<file path="config.mk">
export PLATFORM = sky130hd
export DESIGN_NAME = ttl_expiring_round_robin_cache_core
export DESIGN_NICKNAME = d
export VERILOG_FILES = /design/src/hdl/trrc_pkg.sv /design/src/hdl/trrc_cell.sv /design/src/hdl/ttl_expiring_round_robin_cache_core.sv
export SDC_FILE = /design/constraint.sdc
export NUM_CORES = 2
export LEC_CHECK = 0
export ABC_AREA = 1
export BUFFER_PORTS_ARGS = -buffer_cell sky130_fd_sc_hd__buf_2
export CAP_MARGIN = 10
export CELL_PAD_IN_SITES_DETAIL_PLACEMENT = 0
export CELL_PAD_IN_SITES_GLOBAL_PLACEMENT = 2
export CORE_MARGIN = 5
export CORE_UTILIZATION = 45
export CTS_CLUSTER_SIZE = 40
export DETAILED_ROUTE_END_ITERATION = 6
export GPL_TIMING_DRIVEN = 0
export PLACE_DENSITY = 0.91
export SETUP_SLACK_MARGIN = 0.05
export SLEW_MARGIN = 20
export SYNTH_ARGS = -nofsm -noshare
export SYNTH_HDL_FRONTEND = slang
export SYNTH_SLANG_ARGS = --single-unit
</file>
<file path="constraint.sdc">
create_clock -name clk -period 156.5 [get_ports clk]
set_input_delay 0 -clock clk [delete_from_list [all_inputs] [get_ports clk]]
set_output_delay 0 -clock clk [all_outputs]
set_load 0.02 [all_outputs]
</file>
<file path="src/hdl/trrc_pkg.sv">
`default_nettype none
package trrc_pkg;

  localparam int SLOTS_DEF        = 8;
  localparam int PAYLOAD_BITS_DEF = 64;

  localparam logic [31:0] TTL_A_RESET = 32'd40000;
  localparam logic [31:0] TTL_B_RESET = 32'd120000;

  localparam int KEY_BITS  = 64;
  localparam int TIME_BITS = 32;

  typedef enum logic [1:0] {
    OP_LOOKUP = 2'd0,
    OP_INSERT = 2'd1,
    OP_INVAL  = 2'd2
  } op_t;

  typedef enum logic [1:0] {
    PROV_NONE = 2'd0,
    PROV_A    = 2'd1,
    PROV_B    = 2'd2
  } prov_t;

  typedef enum logic {
    CFG_TTL_A = 1'b0,
    CFG_TTL_B = 1'b1
  } cfg_idx_t;

  // Request token that walks down the row of slot cells.
  typedef struct packed {
    logic                 vld;
    logic [1:0]           op;
    logic [1:0]           prov;
    logic [KEY_BITS-1:0]  key;
    logic                 pref;
    logic                 ok;
    logic                 bypass;
    logic [TIME_BITS-1:0] now;
    logic [TIME_BITS-1:0] expiry;
    logic                 hit;
  } trrc_tok_t;

endpackage
`default_nettype wire

</file>
<file path="src/hdl/trrc_cell.sv">
`default_nettype none
module trrc_cell #(
  parameter int SLOTS        = trrc_pkg::SLOTS_DEF,
  parameter int PAYLOAD_BITS = trrc_pkg::PAYLOAD_BITS_DEF,
  parameter int IDX          = 0
) (
  input  wire logic                        clk,
  input  wire logic                        rst_n,
  input  wire logic                        adv,
  input  wire trrc_pkg::trrc_tok_t         tok_in,
  input  wire logic [PAYLOAD_BITS-1:0]     data_in,
  input  wire logic [$clog2(SLOTS)-1:0]    tgt_in,
  output trrc_pkg::trrc_tok_t              tok_out,
  output logic [PAYLOAD_BITS-1:0]          data_out,
  output logic [$clog2(SLOTS)-1:0]         tgt_out
);
  import trrc_pkg::*;

  localparam int IW = $clog2(SLOTS);

  logic                    valid_r;
  logic [1:0]              prov_r;
  logic [KEY_BITS-1:0]     key_r;
  logic                    pref_r;
  logic [TIME_BITS-1:0]    expiry_r;
  logic [PAYLOAD_BITS-1:0] payload_r;

  trrc_tok_t               tok_r, tok_nxt;
  logic [PAYLOAD_BITS-1:0] data_r, data_nxt;
  logic [IW-1:0]           tgt_r;

  logic live, match, do_ins, do_inval;

  always_comb begin
    live     = valid_r && (tok_in.now < expiry_r);
    match    = tok_in.vld && (tok_in.op == OP_LOOKUP) && !tok_in.bypass && !tok_in.hit &&
               live && (prov_r == tok_in.prov) && (key_r == tok_in.key) &&
               (pref_r == tok_in.pref);
    do_ins   = tok_in.vld && (tok_in.op == OP_INSERT) && !tok_in.bypass && tok_in.ok &&
               (tgt_in == IW'(IDX));
    do_inval = tok_in.vld && (tok_in.op == OP_INVAL) && (prov_r == tok_in.prov);
    tok_nxt     = tok_in;
    tok_nxt.hit = tok_in.hit | match;
    data_nxt    = match ? payload_r : data_in;
  end

  always_ff @(posedge clk) begin
    if (!rst_n) begin
      valid_r   <= 1'b0;
      prov_r    <= 2'd0;
      tok_r.vld <= 1'b0;
    end else if (adv) begin
      tok_r  <= tok_nxt;
      data_r <= data_nxt;
      tgt_r  <= tgt_in;
      if (do_ins) begin
        valid_r   <= 1'b1;
        prov_r    <= tok_in.prov;
        key_r     <= tok_in.key;
        pref_r    <= tok_in.pref;
        expiry_r  <= tok_in.expiry;
        payload_r <= data_in;
      end else if (do_inval) begin
        valid_r <= 1'b0;
      end
    end
  end

  assign tok_out  = tok_r;
  assign data_out = data_r;
  assign tgt_out  = tgt_r;

endmodule
`default_nettype wire

</file>
<file path="src/hdl/ttl_expiring_round_robin_cache_core.sv">
// Fully associative TTL cache, one slot per cell in a row of SLOTS cells.
// Input channel (in_valid/in_ready) takes one request item: lookup, insert
// or invalidate-by-provider. Output channel (out_valid/out_ready) returns
// exactly one result item per request: hit and cached_payload (zero unless
// a lookup hit a live entry).
// Each request walks the row one cell per cycle while the row is not held;
// every cell applies it to its own slot, and the result is registered in the
// output register once it leaves the last cell. One request is in the row at
// a time; a new request is taken only once the last one has left the row.
// in_ready rises again as soon as the request leaves the row, even while
// its result waits.
// If the receiver stalls with a result pending, the row holds once the request
// reaches the last cell, until the output register frees up; nothing is dropped.
// The lifetime registers are written through cfg_we/cfg_index/cfg_wdata while
// the block is idle, a rule for the user that the block does not enforce.
// Synchronous reset (rst_n low) clears every slot valid bit, the replacement
// pointer and both channels, and restores the lifetimes to 40000 and 120000 ms.
`default_nettype none
module ttl_expiring_round_robin_cache_core #(
  parameter int SLOTS        = trrc_pkg::SLOTS_DEF,
  parameter int PAYLOAD_BITS = trrc_pkg::PAYLOAD_BITS_DEF
) (
  input  wire logic        clk,
  input  wire logic        rst_n,
  input  wire logic        in_valid,
  output logic             in_ready,
  input  wire logic [1:0]  in_operation,
  input  wire logic [1:0]  in_provider,
  input  wire logic [63:0] in_key_tag,
  input  wire logic        in_prefer_schedule,
  input  wire logic [63:0] in_payload,
  input  wire logic        in_payload_ok,
  input  wire logic [31:0] in_now_ms,
  output logic             out_valid,
  input  wire logic        out_ready,
  output logic             out_hit,
  output logic [63:0]      out_cached_payload,
  input  wire logic        cfg_we,
  input  wire logic        cfg_index,
  input  wire logic [31:0] cfg_wdata
);
  import trrc_pkg::*;

  localparam int IW = $clog2(SLOTS);

  logic [TIME_BITS-1:0]    ttl_a_r, ttl_b_r;
  logic [IW-1:0]           ptr_r, ptr_nxt;
  logic                    busy_r;
  logic                    out_valid_r;
  logic                    out_hit_r;
  logic [PAYLOAD_BITS-1:0] out_data_r;

  trrc_tok_t               tok [SLOTS+1];
  logic [PAYLOAD_BITS-1:0] data [SLOTS+1];
  logic [IW-1:0]           tgt [SLOTS+1];
  logic [SLOTS-1:0]        vld_vec;

  trrc_tok_t               tok_head;
  logic [PAYLOAD_BITS-1:0] data_head;
  logic [IW-1:0]           tgt_head;

  logic                 accept, adv, last_vld, ins_taken;
  logic [TIME_BITS-1:0] ttl;

  assign accept   = in_valid && in_ready;
  assign last_vld = tok[SLOTS].vld;
  // Hold the row while its finished result cannot enter the output register.
  assign adv      = !(last_vld && out_valid_r && !out_ready);
  assign in_ready = !busy_r;

  always_comb begin
    case (in_provider)
      PROV_A:  ttl = ttl_a_r;
      PROV_B:  ttl = ttl_b_r;
      default: ttl = '0;
    endcase
    tok_head.vld    = accept;
    tok_head.op     = in_operation;
    tok_head.prov   = in_provider;
    tok_head.key    = in_key_tag;
    tok_head.pref   = in_prefer_schedule;
    tok_head.ok     = in_payload_ok;
    tok_head.bypass = (in_provider == PROV_NONE) || (ttl == '0);
    tok_head.now    = in_now_ms;
    tok_head.expiry = in_now_ms + ttl;
    tok_head.hit    = 1'b0;
    data_head       = (in_operation == OP_INSERT) ? in_payload[PAYLOAD_BITS-1:0] : '0;
    tgt_head        = ptr_r;
    ins_taken       = accept && (in_operation == OP_INSERT) && !tok_head.bypass &&
                      in_payload_ok;
    ptr_nxt         = (ptr_r == IW'(SLOTS - 1)) ? '0 : ptr_r + 1'b1;
  end

  assign tok[0]  = tok_head;
  assign data[0] = data_head;
  assign tgt[0]  = tgt_head;

  for (genvar g = 0; g < SLOTS; g++) begin : g_cell
    trrc_cell #(
      .SLOTS        (SLOTS),
      .PAYLOAD_BITS (PAYLOAD_BITS),
      .IDX          (g)
    ) u_cell (
      .clk      (clk),
      .rst_n    (rst_n),
      .adv      (adv),
      .tok_in   (tok[g]),
      .data_in  (data[g]),
      .tgt_in   (tgt[g]),
      .tok_out  (tok[g+1]),
      .data_out (data[g+1]),
      .tgt_out  (tgt[g+1])
    );
    assign vld_vec[g] = tok[g+1].vld;
  end

  always_ff @(posedge clk) begin
    if (!rst_n) begin
      ttl_a_r     <= TTL_A_RESET;
      ttl_b_r     <= TTL_B_RESET;
      ptr_r       <= '0;
      busy_r      <= 1'b0;
      out_valid_r <= 1'b0;
    end else begin
      if (cfg_we) begin
        case (cfg_idx_t'(cfg_index))
          CFG_TTL_A: ttl_a_r <= cfg_wdata;
          CFG_TTL_B: ttl_b_r <= cfg_wdata;
          default:   ttl_a_r <= ttl_a_r;
        endcase
      end
      if (ins_taken) begin
        ptr_r <= ptr_nxt;
      end
      if (accept) begin
        busy_r <= 1'b1;
      end else if (last_vld && adv) begin
        busy_r <= 1'b0;
      end
      if (last_vld && adv) begin
        out_valid_r <= 1'b1;
        out_hit_r   <= tok[SLOTS].hit;
        out_data_r  <= tok[SLOTS].hit ? data[SLOTS] : '0;
      end else if (out_ready) begin
        out_valid_r <= 1'b0;
      end
    end
  end

  assign out_valid          = out_valid_r;
  assign out_hit            = out_hit_r;
  assign out_cached_payload = 64'(out_data_r);

  a_one_in_row: assert property (@(posedge clk) disable iff (!rst_n)
    $countones(vld_vec) <= 1)
    else $error("more than one item in the cell row");

  a_idle_row_empty: assert property (@(posedge clk) disable iff (!rst_n)
    !busy_r |-> (vld_vec == '0))
    else $error("item in cell row while block reports idle");

  a_accept_busy: assert property (@(posedge clk) disable iff (!rst_n)
    accept |=> busy_r && tok[1].vld)
    else $error("accepted item did not enter the row");

  a_ptr_range: assert property (@(posedge clk) disable iff (!rst_n)
    ptr_r <= IW'(SLOTS - 1))
    else $error("replacement pointer out of range");

  a_stall_hold: assert property (@(posedge clk) disable iff (!rst_n)
    (last_vld && out_valid_r && !out_ready) |=> last_vld && $stable(data[SLOTS]))
    else $error("row moved while result was stalled");

endmodule
`default_nettype wire

</file>
# Word-level counts from Yosys, hierarchy flattened
# Index checks and enable logic that the tools add are counted.
# totals
register_bits	2940
inputBits	204
out_inout_bits	67
elab_cells	425
# op_classes
add_sub_neg	2
order_cmp	8
eq_ne	50
n_mux	31
n_bitwise	9
n_reduce_logical	183
# ops
operator	count
$mux 64	9
$eq 64x64->1	8
$lt 32x32->1	8
$logic_and 1x1->1	115
$pmux 32 s2	1
$reduce_and 2->1	20
$add 32x32->32	1
$logic_not 32->1	1
$reduce_and 3->1	8
$mux 1	20
$reduce_bool 2->1	10
$eq 2x1->1 const B	9
$eq 2x2->1 const B	9
$logic_not 1->1	18
$logic_not 2->1	9
$eq 2x2->1	8
$eq 3x3->1 const B	5
$eq 1x1->1	8
$or 1x1->1	7
$eq 3x2->1 const B	2
$add 3x1->3 const B	1
$eq 3x1->1 const B	1
$logic_not 3->1	1
$mux 3	1
2 further kinds	3

# Logic depth before layout (Yosys ltp)
# depth
ltp_word	11
depth_mapped	19
mapped_depth_nobuf	18

# Cells and area by module
# Synthesis repeated with hierarchy kept, for this count alone.
# hier_totals
cells_unflattened	8603
hier_area_um2	119334.5
# modules_own_cells
module	instances	cells_each	area_per_inst_um2	seq_area_each_um2
trrc_cell (g_cell[5].u_cell ...)	2	946	13973.4	11010.6
trrc_cell (g_cell[1].u_cell ...)	2	919	13884.6	11010.6
trrc_cell (g_cell[7].u_cell)	1	940	13957.1	11010.6
trrc_cell (g_cell[0].u_cell)	1	921	13888.3	11010.6
trrc_cell (g_cell[3].u_cell)	1	922	13885.8	11010.6
trrc_cell (g_cell[4].u_cell)	1	919	13877.1	11010.6
ttl_expiring_round_robin_cache_core	1	1171	8010.2	3333.2

# Worst setup path after synthesis
# Ideal clock, no wire load.
# synth_path
kind	input port to flip-flop
startpoint	in rst_n
endpoint	reg g_cell[0].u_cell.data_r[0], enable pin
setup_ns	3.392
arrival_ns	62.171
setup_slack_ns	90.937
stages	5
cell_sequence	clkbuf_1 inv_1 clkbuf_1 clkbuf_1 nor2_1
# synth_via
elab_chain_len	1
# synth_lines
item	line	rtl
from (decl)	ttl_expiring_round_robin_cache_core.sv:24	input wire logic rst_n,
$reduce_and 2->1 (no source line)	--	
to (signal assigned)	trrc_cell.sv:54	data_r <= data_nxt;
to (decl)	trrc_cell.sv:29	logic [PAYLOAD_BITS-1:0] data_r, data_nxt;
# No other way between the ends.
# A chain may end at the register's enable or synchronous reset.

# Final worst setup path
# layout_path
startpoint	in rst_n
endpoint	reg g_cell[7].u_cell.data_r[22], enable pin
# layout_via
elab_chain_len	1
# layout_lines
item	line
$reduce_and 2->1 (no source line)	--
to (signal assigned)	trrc_cell.sv:54
to (decl)	trrc_cell.sv:29
# No other way between the ends.

==> run metrics <==
number of distinct library cell variants in the gate-level netlist after synthesis=47; post-route insts no fill=13441; max-slew violation count=0; number of enable-type register cells in the synthesized netlist=2839; combined global-route utilization of all metal layers=0.177; maximum VDD drop=0.00853 mV; cell with the most instances after synthesis=sky130_fd_sc_hd__edfxtp_1; cell types with the highest counts after synthesis=sky130_fd_sc_hd__edfxtp_1, sky130_fd_sc_hd__nand2_1, sky130_fd_sc_hd__inv_1; clock network fraction of design power=0.420; startpoint-to-endpoint class of the critical path=input port to flip-flop; Non-Filler Cell Area, Final=137000 µm²; launching element type of the critical path=input port; Hold Path Class=input port to flip-flop; root buffer cell=sky130_fd_sc_hd__clkbuf_16; WP data arrival=4540 ps; final net count=10302; layout filler cell count=20415; transition time of the tightest slew-check pin=968 ps; endpoint of the most critical register-to-register path=g_cell[0].u_cell.payload_r[24]; power consumption=1.68 mW; worst hold path cell count=4; post-route clock period utilization=0.0255; worst rel slew slack=0.354; row cnt=around 190; startpoint of the lowest-slack hold path=cfg_wdata[14]; first-iteration detailed-routing DRC count=5499; Reg clk slew, reported paths=60 ps; Buffers on Ports=269; DIE AREA=267000 µm²; clock buffer count from CTS=~310; reg-to-reg critical path startpoint=busy_r; sinks on the clock net=a little under 3000; weighted congestion at the end of routability-driven global placement=0.842; number of buffers on the longest clock path=4; H-Tree Depth=5; Setup Fix Bufs, Post-CTS=0; number of cells in the design after placement=12482; worst reg-to-reg path cell count=10; predominant post-synthesis flop cell=sky130_fd_sc_hd__edfxtp_1; sequential share of power=0.542; via count of the first global-routing pass=65039; number of design rule violations left after detail routing=0; first-pass GRT wire length=372000 µm; area share of the leading cell type in the synthesized netlist=0.738; number of antenna violations at the first check in global routing=4; RSZ-0062 raised after global routing=false; first element of the critical path=rst_n; net count after synthesis=9211; share of cells above drive strength 1=0.102; horizontal die dimension=517 µm; height of the die=517 µm; status=complete, no violations; min cycle time layout=3990 ps; Net Switching=roughly 350 µW; Area contributors post-synth=sky130_fd_sc_hd__edfxtp_1, sky130_fd_sc_hd__nand2_1, sky130_fd_sc_hd__inv_1; GRT Residual Overflow=0; asr flop ratio synth=0; routed len/inst=approximately 18 µm; sequential area share after synthesis=0.756; total power divided by cell area=roughly 12 nW/µm²; count of final hold-check violations=0; design internal power=1.33 mW; library cell with the largest summed area after synthesis=sky130_fd_sc_hd__edfxtp_1; total negative setup slack=0 ps; Synth Register Bits=2940; TritonCTS clock tree=built; mean number of vias per cell=4.89; cells resized by post-CTS repair=0; switching part of the total=0.206; average instance area after synthesis=13.2 µm²; relative contribution of combinational cells to total power=0.038; instance count of the mapped netlist=8721; worst hold path endpoint=ttl_a_r[14]; initial core utilization=0.451; largest clock skew in the final design=57.3 ps; largest fanout on the critical path=29; maximum number of pins on one net before global-route repair=33; latest clock arrival within the worst-skew pair=860 ps; Placed Area=124000 µm²; Ys Warns=0; Finish-stage setup viols=0; Detail Placement HPWL=172000 µm; remaining number of nets flagged by the antenna check after routing=0; number of iterations in the first detailed-routing pass=6; worst reg-to-reg setup slack=between 150000 and 200000 ps; final wirelength=237000 µm; Achievable Freq=251 MHz; count of hold-fix buffers inserted at cts=407; area of the core=between 200000 and 300000 µm²; number of vias in the routed layout=65682; Cell Area, Synth=115000 µm²; required time at the endpoint of the critical path=157050 ps; Static Leakage=54.9 nW; area overhead of the layout relative to synthesis=19.0%; IO Count=271; category of the worst setup path capture point=flip-flop; max-capacitance violation count=0
placed cells by master (no fill, tap or decap), types with 8 or more instances in the layout:
cell type,count
sky130_fd_sc_hd__a21oi_1,163
sky130_fd_sc_hd__buf_1,17
sky130_fd_sc_hd__buf_12,77
sky130_fd_sc_hd__buf_16,31
sky130_fd_sc_hd__buf_2,386
sky130_fd_sc_hd__buf_6,18
sky130_fd_sc_hd__bufinv_16,27
sky130_fd_sc_hd__clkbuf_1,121
sky130_fd_sc_hd__clkbuf_16,312
sky130_fd_sc_hd__clkbuf_8,8
sky130_fd_sc_hd__clkinv_1,57
sky130_fd_sc_hd__clkinv_2,50
sky130_fd_sc_hd__clkinvlp_4,10
sky130_fd_sc_hd__dfxtp_1,101
sky130_fd_sc_hd__dlygate4sd3_1,407
sky130_fd_sc_hd__edfxtp_1,2839
sky130_fd_sc_hd__ha_1,285
sky130_fd_sc_hd__inv_1,1017
sky130_fd_sc_hd__inv_6,12
sky130_fd_sc_hd__nand2_1,2160
sky130_fd_sc_hd__nand3_1,539
sky130_fd_sc_hd__nand3b_1,12
sky130_fd_sc_hd__nand4_1,157
sky130_fd_sc_hd__nor2_1,463
sky130_fd_sc_hd__nor2_4,10
sky130_fd_sc_hd__nor3_1,72
sky130_fd_sc_hd__o21a_1,15
sky130_fd_sc_hd__o21ai_0,197
sky130_fd_sc_hd__o22ai_1,60
sky130_fd_sc_hd__or2_2,52
sky130_fd_sc_hd__xnor2_1,158
sky130_fd_sc_hd__xor2_1,119
cells by family (layout without fill, tap and decap cells):
family / count (synthesis) / after routing / synth area share
AO/OA/AOI/OAI: 486 / 486 / 0.0231
buffers and inverters: 1244 / 2573 / 0.0432
XOR/XNOR: 277 / 277 / 0.0210
flip-flops: 2940 / 2940 / 0.756
AND/OR/NAND/NOR: 3488 / 3488 / 0.126
other: 0 / 7 / 0
adder cells (fa/ha/maj): 286 / 286 / 0.0311
registers in the layout, summed over array words and instances, names as in the netlist, 32 cells and up:
name	cells
g_cell.u_cell.tok_out	961
g_cell.u_cell.key_r	512
out_cached_payload	64
g_cell.u_cell.data_out	512
ttl_a_r	32
g_cell.u_cell.expiry_r	256
ttl_b_r	32
g_cell.u_cell.payload_r	512
power by group through the flow:
stage	registers, mW	clock network, mW	logic, mW
after floorplan	0.958	0	0.0332
after global placement	0.981	0	0.0495
after detailed placement	0.928	0	0.0552
after CTS	0.911	0.721	0.0637
after global routing	0.914	0.757	0.0712
final	0.911	0.705	0.0636
critical path, cell delays in order:
cell	delay [ps]
sky130_fd_sc_hd__dlygate4sd3_1	520
sky130_fd_sc_hd__clkbuf_1	560
sky130_fd_sc_hd__inv_1	120
sky130_fd_sc_hd__clkbuf_1	380
sky130_fd_sc_hd__clkbuf_2	530
sky130_fd_sc_hd__nor2_4	630
sky130_fd_sc_hd__buf_16	250
sky130_fd_sc_hd__buf_16	190
sky130_fd_sc_hd__buf_12	210
sky130_fd_sc_hd__buf_12	220
sky130_fd_sc_hd__buf_12	220
sky130_fd_sc_hd__buf_16	200
sky130_fd_sc_hd__buf_12	210
sky130_fd_sc_hd__buf_16	200
stage by stage:
stage,util,hold WS (ps),setup slack (ps)
floorplan,-,98.9,90940
global placement,0.472,215,69630
detailed placement,0.482,225,152240
CTS,0.536,8.18,152600
global route,0.536,46.5,152370
finish,0.536,72.3,152510
routing by layer:
layer  GRT usage  share of wire
met1       0.265           0.47
met2       0.271           0.45
met3      0.0265          0.053
met4      0.0500          0.027
met5           0              0
how the worst max path moves through the flow:
stage	endpoint	slack, ps
detailed placement	g_cell[7].u_cell.data_out[22]	152240
global placement	g_cell[7].u_cell.data_out[32]	69630
finish	g_cell[7].u_cell.data_out[22]	152510
global route	g_cell[6].u_cell.data_out[33]	152370
CTS	g_cell[0].u_cell.payload_r[24]	152600
floorplan	g_cell[0].u_cell.data_out[0]	90940
final cells by class:
class | instances | area (µm²) | area share
clock buffers | 376 | 8130 | 0.0592
clock inverters | 169 | 1650 | 0.0120
well taps | 3384 | 4230 | 0.0308
diodes | 7 | 17.5 | 0.000128
repair buffers | 784 | 7820 | 0.0569
multi-input cells | 4537 | 23300 | 0.169
flip-flops and latches | 2940 | 87300 | 0.635
plain buffers | 225 | 1160 | 0.00845
inverters | 1019 | 3820 | 0.0278
(Power assumes the default switching activity.)
